## config.mk

```make
export PLATFORM = sky130hd
export DESIGN_NAME = ipnls_ram
export DESIGN_NICKNAME = d
export VERILOG_FILES = /design/src/design/intra_pred_neighbor_line_store_defines.svh /design/src/design/ipnls_ram.sv
export SDC_FILE = /design/constraint.sdc
export NUM_CORES = 1
export LEC_CHECK = 0
export ABC_AREA = 1
export BUFFER_PORTS_ARGS = -buffer_cell sky130_fd_sc_hd__buf_2
export CORE_MARGIN = 1.5
export CORE_UTILIZATION = 56
export DETAILED_ROUTE_END_ITERATION = 6
export PLACE_DENSITY_LB_ADDON = 0.2
export SLEW_MARGIN = 40
export SYNTH_ARGS = -nofsm -noshare
export SYNTH_HDL_FRONTEND = slang
export SYNTH_SLANG_ARGS = --single-unit
export TNS_END_PERCENT = 20
```

## constraint.sdc

```tcl
create_clock -name clock -period 1 [get_ports clock]
set_input_delay 0.1 -clock clock [delete_from_list [all_inputs] [get_ports clock]]
set_output_delay 0.1 -clock clock [all_outputs]
set_load 0.02 [all_outputs]
```

## src/design/intra_pred_neighbor_line_store_defines.svh

```systemverilog
// assertion macros shared by the neighbor line store rtl
// expects signals named clock and reset in the scope of use
`ifndef INTRA_PRED_NEIGHBOR_LINE_STORE_DEFINES_SVH
`define INTRA_PRED_NEIGHBOR_LINE_STORE_DEFINES_SVH

// same-cycle implication
`define IPNLS_ASSERT_IMPL(label, ante, cons, msg) \
   label: assert property (@(posedge clock) disable iff (reset) (ante) |-> (cons)) \
      else $error(msg);

// next-cycle implication
`define IPNLS_ASSERT_NEXT(label, ante, cons, msg) \
   label: assert property (@(posedge clock) disable iff (reset) (ante) |=> (cons)) \
      else $error(msg);

`endif

```

## src/design/ipnls_ram.sv

```systemverilog
// generic single write, dual read ram with registered read data
// no dependencies
`default_nettype none

module ipnls_ram #(
   parameter int WIDTH = 8,
   parameter int DEPTH = 16
) (
   input  wire logic                     clock,
   input  wire logic                     wr_en,
   input  wire logic [$clog2(DEPTH)-1:0] wr_addr,
   input  wire logic [WIDTH-1:0]         wr_data,
   input  wire logic                     rd_en,
   input  wire logic [$clog2(DEPTH)-1:0] rd_addr0,
   input  wire logic [$clog2(DEPTH)-1:0] rd_addr1,
   output logic      [WIDTH-1:0]         rd_data0,
   output logic      [WIDTH-1:0]         rd_data1
);

   logic [WIDTH-1:0] mem_ff [DEPTH];
   logic [WIDTH-1:0] rd_data0_ff;
   logic [WIDTH-1:0] rd_data1_ff;

   always_ff @(posedge clock) begin
      if (wr_en) begin
         mem_ff[wr_addr] <= wr_data;
      end
      if (rd_en) begin
         rd_data0_ff <= mem_ff[rd_addr0];
         rd_data1_ff <= mem_ff[rd_addr1];
      end
   end

   assign rd_data0 = rd_data0_ff;
   assign rd_data1 = rd_data1_ff;

endmodule

`default_nettype wire

```

==> impl_metrics.tcl <==
set metrics [dict create \
    dp_hpwl_um 14800 \
    cp-endpoint "rd_data0[3]" \
    cp_data_required_time_ps 900 \
    clkTransAtPathRegs_ps 60 \
    synth.largest_area_cell "edfxtp_1" \
    core_um2 12800 \
    grt_overflow 0 \
    area_growth_pct 24.1 \
    die-width_um 118 \
    die_h_um 118 \
    ir_worst_vdd_mv 1.20 \
    fp.dieArea_um2 13900 \
    reg2reg_from "mem_ff[6][6]" \
    swShare_pct 23.9 \
    grt_max_degree 40 \
    yosys.area_share.xor_xnor_pct 0 \
    fin_util_pct 72.1 \
    synth-simple-area-share_pct 30.3 \
    multi_input_area_um2 2580 \
    placedCellCount 1080 \
    pwr-share-clk_pct 44.4 \
    finalWorstPathRequiredPeriod_ps 1170 \
    synth_mux_area_share_pct 0 \
    worstSetupEndpointType "output pin" \
    highest_layer "met4" \
    maxCapViolations 0 \
    crit_fanout 1 \
    syn_avg_cell_area_um2 8.72 \
    final_cells 1116 \
    grt_pass1_wl_um 34500 \
    fin_hold_ws_ps 48.3 \
    startpoint "rd_data0[3]" \
    drtPass1Iterations 7 \
    root_buffer "clkbuf_16" \
    dp_slack_ps -302 \
    grt_pass1_vias 6261 \
    synth_top_family_by_area "simple AND/OR/NAND/NOR gates" \
    ant_nets 0 \
    leakage_nw 4.13 \
    drt-vias-per-instance 5.87 \
    clock_latency_ps 430 \
    netlist_area_um2 7420 \
    fin_skew_ps 7.42 \
    hold_class "in -> reg" \
    met2_wirelength_um 10200 \
    power.total_mw 15.6 \
    critical_path_depth 1 \
    cpPeakStageDelay_ps 470 \
    antenna_found_initial 0 \
    critical-path-top-delay-family "flip-flops" \
    synth_fp_nets 874 \
    criticalPathCategory "reg -> out" \
    drcViolationCount 0 \
    initial_core_util_pct 58.1 \
    final-hold-violation-count 0 \
    dpl_cell_area_um2 8170 \
    cts_num_sinks 144 \
    rsz0062_at_grt "true" \
    yosysWarnings 0 \
    switchingPower_mw 3.71 \
    fmax_mhz 855 \
    comb_power_share_pct 11.3 \
    r2r.worst_path.cells 7 \
    internal-power_mw 11.8 \
    netlist.area_leader.share_pct 58.3 \
    met3WireLength_um 2590 \
    grt_usage_pct 33.3 \
    crit_arrival_ps 1070 \
    numCtsBuffers 17 \
    fillers 890 \
    synth-adder-area-share_pct 0 \
    setup_viol 32 \
    top_level_ports 39 \
    ys_ff_latch 144 \
    synth.distinct_cells 12 \
    violations "setup timing" \
    seq_power_share_pct 44.3 \
    cts_buffer_depth 2 \
    fin_tns_setup_ps -3110 \
    antenna_cells 0 \
    gp_congestion 0.947 \
    path_cells "buf_6" \
    ff_latch_area_um2 4320 \
    worstPathBufferInverterCount 1 \
    met1_length_um 8770 \
    timing.rr.end "rd_data1[6]" \
    seq_area_frac_synth_pct 58.3 \
    maxSlewViolCount 0 \
    fin_nets 954 \
    drive_above_1_share_pct 27.2 \
    power_density_nw_per_um2 1690 \
    critPathSlowestCell "edfxtp_1" \
    tritoncts "built" \
    syn-instance-count 851 \
    timing.final.ws_setup_ps -170 \
    io_buffers 38 \
    vias 6554 \
    start_kind "flip-flop" \
    rows 41 \
    finalCritPeriodShare_pct 117 \
    regToRegSetupSlack_ps -160 \
    worst_pin_slew_ps 548 \
    drt_wl_total_um 22500 \
    status "finished with violations" \
    maxSlewHeadroom_pct 63.4 \
    synth_compound_area_share_pct 0 \
    synthTopCellsByArea "edfxtp_1 58%, nand3_1 15%, nand2_1 14%, inv_1 6.8%, buf_6 2.1%" \
    htree_levels 4 \
    wire_per_inst_um 20.2 \
    post-route-cell-area_um2 9210 \
    drtIter0Drc 984 \
]
==> cell type report <==
| type | instances | share of cell area, % |
|---|---|---|
| Sequential cell | 144 | 47.0 |
| Multi-Input combinational cell | 521 | 28.0 |
| Timing Repair Buffer | 109 | 10.1 |
| Inverter | 138 | 5.63 |
| Clock buffer | 17 | 4.62 |
| Clock inverter | 15 | 2.35 |
| Tap cell | 172 | 2.34 |
==> how the worst min path moves through the flow <==
| stage | from | endpoint | slack [ps] | cells past startpoint |
|---|---|---|---|---|
| 6_report | wr_data[4] | mem_ff[12][4] | 50 | 1 |
| 5_1_grt | wr_data[4] | mem_ff[12][4] | 50 | 1 |
| 4_1_cts | wr_data[4] | mem_ff[15][4] | 30 | 1 |
| 3_5_place_dp | wr_data[4] | mem_ff[12][4] | 490 | 1 |
| 3_3_place_gp | wr_data[4] | mem_ff[12][4] | 470 | 1 |
| 2_1_floorplan | wr_data[0] | mem_ff[0][0] | 200 | 0 |
==> cell usage after synthesis <==
library cell / instances
buf_4: 4
buf_6: 14
edfxtp_1: 144
nand3b_1: 2
nand3_1: 225
nand2_1: 277
inv_2: 4
clkbuf_1: 3
nor2_1: 17
buf_1: 1
inv_1: 134
buf_2: 26
==> flip-flops by register name (all words and copies together) (netlist names) <==
signal / flops
rd_data0: 8
mem_ff: 128
rd_data1: 8
==> power groups by stage <==
stage | sequential, mW | combinational [mW] | clock (mW)
after floorplan | 7.06 | 0.848 | 0
after global placement | 7.01 | 1.54 | 0
after detailed placement | 7.01 | 1.56 | 0
after CTS | 6.89 | 1.64 | 6.93
after global routing | 6.90 | 1.87 | 7.16
final | 6.90 | 1.75 | 6.91
==> cells in the final DEF (no fill, tap or decap) <==
cell,instances
inv_1,93
nand3_2,54
clkinv_1,1
nand2_1,261
buf_12,14
clkinvlp_4,4
nand3b_1,2
inv_6,1
edfxtp_1,144
inv_2,45
buf_6,6
clkinv_4,1
nor2_1,17
buf_4,54
buf_2,35
nand2_2,16
clkbuf_16,17
nand3_4,2
clkinv_2,3
nand3_1,169
bufinv_16,5
==> timing repair <==
| action | in CTS | in global routing |
|---|---|---|
| pin swaps | 20 | 24 |
| endpoints found under the setup margin | 32 | 32 |
| hold buffers | 0 | 0 |
| buffers inserted | 4 | 0 |
| gates resized for setup | 58 | 66 |
==> kinds of logic (layout without fill, tap and decap cells) <==
logic type / count (synthesis) / after routing
and+or+nand+nor: 521 / 521
DFF: 144 / 144
buffers and inverters: 186 / 279
==> metal layers <==
metal | up-vias | global-route usage (%)
met4 | 0 | 16.2
met5 | - | 0
met3 | 100 | 7.27
met1 | 3045 | 45.3
met2 | 488 | 50.8
li1 | 2921 | -
(Power assumes the default switching activity.)
