### config.mk
export PLATFORM = sky130hd
export DESIGN_NAME = ipnls_mod_unit
export DESIGN_NICKNAME = d
export VERILOG_FILES = /design/src/design/intra_pred_neighbor_line_store_defines.svh /design/src/design/ipnls_pkg.sv /design/src/design/ipnls_mod_unit.sv
export SDC_FILE = /design/constraint.sdc
export NUM_CORES = 1
export LEC_CHECK = 0
export BUFFER_PORTS_ARGS = -buffer_cell sky130_fd_sc_hd__buf_2
export CAP_MARGIN = 20
export CORE_MARGIN = 8
export CORE_UTILIZATION = 30
export DETAILED_ROUTE_END_ITERATION = 10
export MAX_ROUTING_LAYER = met4
export PLACE_DENSITY = 0.59
export SYNTH_ARGS = -nofsm -noshare
export SYNTH_HDL_FRONTEND = slang
export SYNTH_SLANG_ARGS = --single-unit
### constraint.sdc
create_clock -name clock -period 4.2 [get_ports clock]
set_clock_uncertainty 0.15 [all_clocks]
set_input_delay 0.63 -clock clock [delete_from_list [all_inputs] [get_ports clock]]
set_output_delay 0.63 -clock clock [all_outputs]
set_load 0.01 [all_outputs]
### src/design/intra_pred_neighbor_line_store_defines.svh
// assertion macros shared by the neighbor line store rtl
// expects signals named clock and reset in the scope of use
`ifndef INTRA_PRED_NEIGHBOR_LINE_STORE_DEFINES_SVH
`define INTRA_PRED_NEIGHBOR_LINE_STORE_DEFINES_SVH

// same-cycle implication
`define IPNLS_ASSERT_IMPL(label, ante, cons, msg) \
   label: assert property (@(posedge clock) disable iff (reset) (ante) |-> (cons)) \
      else $error(msg);

// next-cycle implication
`define IPNLS_ASSERT_NEXT(label, ante, cons, msg) \
   label: assert property (@(posedge clock) disable iff (reset) (ante) |=> (cons)) \
      else $error(msg);

`endif

### src/design/ipnls_pkg.sv
// shared constants, types and helpers of the neighbor line store
// no dependencies
`default_nettype none

package ipnls_pkg;

   localparam int MAX_MB_PER_ROW  = 64;
   localparam int COEFS_PER_BLOCK = 16;
   localparam int SLOT_COUNT      = MAX_MB_PER_ROW + 1;
   localparam int STORE_DEPTH     = SLOT_COUNT * COEFS_PER_BLOCK;

   localparam int SLOT_W    = $clog2(SLOT_COUNT);
   localparam int COEF_W    = $clog2(COEFS_PER_BLOCK);
   localparam int ADDR_W    = SLOT_W + COEF_W;
   localparam int MB_W      = 13;
   localparam int COEF_BITS = 16;
   localparam int PIX_W     = 4;
   localparam int ROW_CFG_W = 7;
   localparam int CSR_IDX_W = 1;
   localparam int CSR_DATA_W = 7;
   localparam int CNT_W     = $clog2(MB_W + 1);

   // generation tag kept next to every stored coefficient
   localparam int EPOCH_W = 8;
   localparam int ENTRY_W = EPOCH_W + COEF_BITS;
   localparam logic [EPOCH_W-1:0] EPOCH_MAX   = '1;
   localparam logic [EPOCH_W-1:0] EPOCH_FIRST = EPOCH_W'(1);

   localparam logic [ROW_CFG_W-1:0] MB_PER_ROW_RESET = ROW_CFG_W'(22);
   localparam logic [PIX_W-1:0]     PIXEL_BITS_RESET = PIX_W'(8);

   typedef enum logic [CSR_IDX_W-1:0] {
      CSR_MB_PER_ROW,
      CSR_PIXEL_BITS
   } csr_index_type;

   typedef struct packed {
      logic [EPOCH_W-1:0]   tag;
      logic [COEF_BITS-1:0] coef;
   } entry_type;

   typedef struct packed {
      logic              start;
      logic [MB_W-1:0]   dividend;
      logic [SLOT_W-1:0] divisor;
   } mod_req_type;

   typedef struct packed {
      logic              done;
      logic [SLOT_W-1:0] rem;
   } mod_stat_type;

   // dc predictor default, 1 << (bits + 2) cut to the coefficient width
   function automatic logic [COEF_BITS-1:0] default_dc(input logic [PIX_W-1:0] pb);
      logic [COEF_BITS+1:0] v;
      v = (COEF_BITS + 2)'(1) << (5'(pb) + 5'd2);
      return v[COEF_BITS-1:0];
   endfunction

endpackage

`default_nettype wire

### src/design/ipnls_mod_unit.sv
// bit-serial remainder of macroblock index by row width, one dividend bit a cycle
// depends on ipnls_pkg
`default_nettype none

module ipnls_mod_unit (
   input  wire logic                    clock,
   input  wire logic                    reset,
   input  wire ipnls_pkg::mod_req_type  mod_req,
   output ipnls_pkg::mod_stat_type      mod_stat
);

   import ipnls_pkg::*;

   logic [MB_W-1:0]   shift_ff, shift_in;
   logic [SLOT_W-1:0] rem_ff, rem_in;
   logic [SLOT_W-1:0] divisor_ff, divisor_in;
   logic [CNT_W-1:0]  cnt_ff, cnt_in;
   logic              busy_ff, busy_in;
   logic              done_ff, done_in;

   logic [SLOT_W:0] trial;
   logic [SLOT_W:0] diff;
   logic            ge;

   always_comb begin
      trial = {rem_ff, shift_ff[MB_W-1]};
      diff  = trial - {1'b0, divisor_ff};
      ge    = trial >= {1'b0, divisor_ff};

      shift_in   = shift_ff;
      rem_in     = rem_ff;
      divisor_in = divisor_ff;
      cnt_in     = cnt_ff;
      busy_in    = busy_ff;
      done_in    = 1'b0;

      if (mod_req.start) begin
         shift_in   = mod_req.dividend;
         rem_in     = '0;
         divisor_in = mod_req.divisor;
         cnt_in     = CNT_W'(MB_W);
         busy_in    = 1'b1;
      end else if (busy_ff) begin
         shift_in = shift_ff << 1;
         rem_in   = ge ? diff[SLOT_W-1:0] : trial[SLOT_W-1:0];
         cnt_in   = cnt_ff - 1'b1;
         if (cnt_ff == CNT_W'(1)) begin
            busy_in = 1'b0;
            done_in = 1'b1;
         end
      end
   end

   always_ff @(posedge clock) begin
      shift_ff   <= shift_in;
      rem_ff     <= rem_in;
      divisor_ff <= divisor_in;
      cnt_ff     <= cnt_in;
      if (reset) begin
         busy_ff <= 1'b0;
         done_ff <= 1'b0;
      end else begin
         busy_ff <= busy_in;
         done_ff <= done_in;
      end
   end

   assign mod_stat.done = done_ff;
   assign mod_stat.rem  = rem_ff;

endmodule

`default_nettype wire

==> run_results.csv <==
group,metric,value,unit
power,swShare,25.2,%
global_routing,grt_max_degree,27,
clock_tree,path_clk_slew,0.07,ns
floorplanning,rows,28,
timing,fin_crit,2.39,ns
timing,min_period_over_period,57.0,%
timing,hold_viol,0,
power,combPwrFrac,16.0,%
worst_setup_path,path_class,"reg -> reg",
cells_and_area,final-seq-area,861,sq um
global_routing,grt.overflow.total,0,
power,cellPowerDensity,390,nW/um^2
synthesis,syn_nets,197,
clock_tree,clock_latency,0.29,ns
routing,ant_nets,0,
worst_setup_path,required,4.29,ns
floorplanning,initial_core_util,30.6,%
clock_tree,clock-sinks,33,
synthesis,ys_ff_latch,33,
placed_design,dpl_cell_area,1980,sq um
cells_and_area,fill_cells,620,
floorplanning,io_pins,31,
worst_hold_path,worstHoldPathType,"reg -> reg",
worst_setup_path,cp.arrival,2.48,ns
cells_and_area,final_nets,225,
routing,drt_iter0_drc,100,
clock_tree,tritoncts.num_buffers,5,
timing,report.final.setup_viol,0,
job,drv_cap,0,
global_routing,grt_pass1_vias,1387,
placed_design,dp_hpwl,2690,um
worst_setup_path,crit_path_max_fanout,4,
timing,rsz0062_at_grt,"no",
worst_setup_path,crit_buf_inv,2,
timing,fmax,418,MHz
placed_design,dp_slack,1.69,ns
timing,layout_setup_ws,1.81,ns
timing,worst_pin_slew,0.526,ns
clock_tree,holdBufCountCts,0,
power,p_leak,0.907,nW
synthesis,synth_area,1780,sq um
worst_setup_path,slowest_delay,0.48,ns
routing,vias_per_cell,4.83,
synthesis,synth_edf_count,20,
worst_setup_path,cpMostUsedCell,"inv_1",
synthesis,yosys_warnings,0,
run_status,status,"finished clean",
power,pwr-share-clk,36.5,%
cells_and_area,multiInputGateArea,820,sq um
worst_setup_path,crit_slowest_cell,"a2111oi_0",
synthesis,synth_cell_types,41,
cells_and_area,syn2layout_area_growth,17.3,%
synthesis,syn_avg_cell_area,10.9,sq um
worst_setup_path,crit_chain,"inv_1 -> ha_1 -> inv_1 -> fa_1 -> a211oi_2 -> o21ai_1 -> a2111oi_0 -> a211o_1",
worst_setup_path,crit_path_end_kind,"flip-flop",
worst_setup_path,start_kind,"flip-flop",
routing,avgRoutedWirePerCell,13.4,um
synthesis,async_flop_share,0,%
power,power_switching,0.000206,W
placed_design,port-buffer-count,30,
synthesis,seq_area_frac_synth,48.3,%
global_routing,antenna_found_initial,0,
worst_setup_path,cp_top_family,"compound AO/OA/AOI/OAI gates",
clock_tree,h-tree-depth,2,
clock_tree,post_cts_buffers,0,
routing,routed_wirelength,3590,um
timing,tns,0,ns
floorplanning,die-area,8660,sq um
cells_and_area,drive_above_1_share,27.5,%
floorplanning,core,5820,sq um
timing,slew_viol_final,0,
clock_tree,cts_root_buf,"clkbuf_8",
global_routing,grt_first_pass_wirelength,6240,um
clock_tree,cts.path.max_buffers,2,
clock_tree,ctsResizeCount,0,
synthesis,synthCells,164,
synthesis,synth_ff_type,"edfxtp_1",
floorplanning,die_h,93.0,um
routing,drc_errors,0,
global_routing,gr-usage-all-layers,9.25,%
placed_design,gp_congestion,0.816,
power,p_int,0.000609,W
power,ir_drop,0.196,mV
timing,relSlewSlack,64.8,%
routing,dr.pass1.iters,4,
cells_and_area,fin_area,2090,sq um
clock_tree,cts_tree,"done",
power,p_seq_share,47.5,%
cells_and_area,antenna_cells,0,
routing,vias,1295,
floorplanning,dieWidth,93.0,um
-- kinds of logic after synthesis --
| family | after synthesis | share of synthesized area [%] |
|---|---|---|
| mux | 12 | 7.59 |
| xor+xnor | 5 | 2.46 |
| buf+inv | 24 | 5.62 |
| flops | 33 | 48.3 |
| simple gates | 47 | 14.8 |
| fa+ha+maj | 10 | 7.45 |
| compound gates | 33 | 13.8 |
-- registers in the layout, indices dropped and copies added (netlist names) --
register	flops
shift_ff	13
divisor_ff	7
rem_ff	7
cnt_ff	4
busy_ff	1
done_ff	1
-- cells in the final DEF (no fill, tap or decap), types with 2 or more instances in the layout --
master | netlist | routed
buf_2 | 5 | 30
edfxtp_1 | 20 | 20
inv_1 | 15 | 15
dfxtp_1 | 13 | 13
mux2_2 | 12 | 12
and3_1 | 11 | 11
ha_1 | 9 | 9
nand2_1 | 7 | 7
nor2_1 | 6 | 6
xnor2_1 | 5 | 5
clkbuf_8 | 0 | 5
a21oi_1 | 4 | 4
o21ai_0 | 4 | 4
nand2b_1 | 4 | 4
a2111oi_0 | 4 | 4
nand3_1 | 4 | 4
a41oi_1 | 4 | 4
a211oi_1 | 3 | 3
nor3b_1 | 3 | 3
o21ai_1 | 3 | 3
and2_1 | 2 | 2
o31ai_1 | 2 | 2
a211o_1 | 2 | 2
a311oi_1 | 2 | 2
nor3_1 | 2 | 2
-- path summary, 6_finish.rpt --
check,slack [ns],cells after the start,to,startpoint
setup reg to reg,1.81,8,rem_ff[2]$_SDFFE_PP0P_,shift_ff[12]$_DFFE_PP_
hold / removal,0.35,2,cnt_ff[1]$_SDFFE_PP0P_,cnt_ff[1]$_SDFFE_PP0P_
setup / recovery,1.81,8,rem_ff[2]$_SDFFE_PP0P_,shift_ff[12]$_DFFE_PP_
hold reg to reg,0.35,2,cnt_ff[1]$_SDFFE_PP0P_,cnt_ff[1]$_SDFFE_PP0P_
-- metrics by stage --
stage,util [%],cells,total power (W),hold WS [ns]
6_report,35.9,268,0.000814,0.346
5_1_grt,35.9,268,0.000857,0.352
4_1_cts,35.9,268,0.000823,0.351
3_5_place_dp,34.1,260,0.000526,0.332
3_3_place_gp,34.1,260,0.000524,0.335
2_1_floorplan,-,164,0.000487,0.307
-- power by group through the flow --
| stage | Clock, W | Combinational (W) | Sequential [W] |
|---|---|---|---|
| 3_5_place_dp | 0 | 0.000131 | 0.000395 |
| 5_1_grt | 0.000318 | 0.000149 | 0.000391 |
| 2_1_floorplan | 0 | 0.0000960 | 0.000391 |
| 3_3_place_gp | 0 | 0.000129 | 0.000394 |
| 6_report | 0.000297 | 0.000130 | 0.000387 |
| 4_1_cts | 0.000304 | 0.000132 | 0.000387 |
-- worst register-to-register path: stages (launching register included) --
cell	delay, ns
edfxtp_1	0.39
inv_1	0.07
ha_1	0.15
inv_1	0.05
fa_1	0.41
a211oi_2	0.31
o21ai_1	0.18
a2111oi_0	0.49
a211o_1	0.15
-- cell usage after synthesis, types with 2 or more instances --
cell	count	area [sq um]
mux2_2	12	135
o21ai_0	4	20.0
edfxtp_1	20	601
a2111oi_0	4	35.0
a21oi_1	4	20.0
o31ai_1	2	15.0
a211oi_1	3	22.5
and2_1	2	12.5
and3_1	11	68.8
inv_1	15	56.3
buf_2	5	25.0
clkbuf_1	2	7.51
nand2b_1	4	25.0
nor3b_1	3	22.5
a311oi_1	2	17.5
nor2_1	6	22.5
dfxtp_1	13	260
xnor2_1	5	43.8
nor3_1	2	10.0
ha_1	9	113
a41oi_1	4	35.0
a211o_1	2	17.5
nand3_1	4	20.0
nand2_1	7	26.3
o21ai_1	3	15.0
-- cell type report --
cell class,instances,share of cell area (%)
clock inverter,2,1.68
timing repair buffer,30,7.19
clock buffer,6,3.48
sequential,33,41.2
inverter,15,2.70
multi-input combinational,107,39.2
tap,75,4.49
-- per-layer routing --
metal | routed length, um | GRT usage [%] | share of wire, % | vias to the layer above
met3 | 148 | 2.24 | 4.1 | 4
met4 | 88 | 4.97 | 2.5 | 0
met5 | 0 | - | 0 | -
met2 | 1630 | 14.3 | 46 | 35
met1 | 1720 | 10.9 | 48 | 593
li1 | - | - | - | 663
Note: power is estimated with default switching activity, not from simulation.
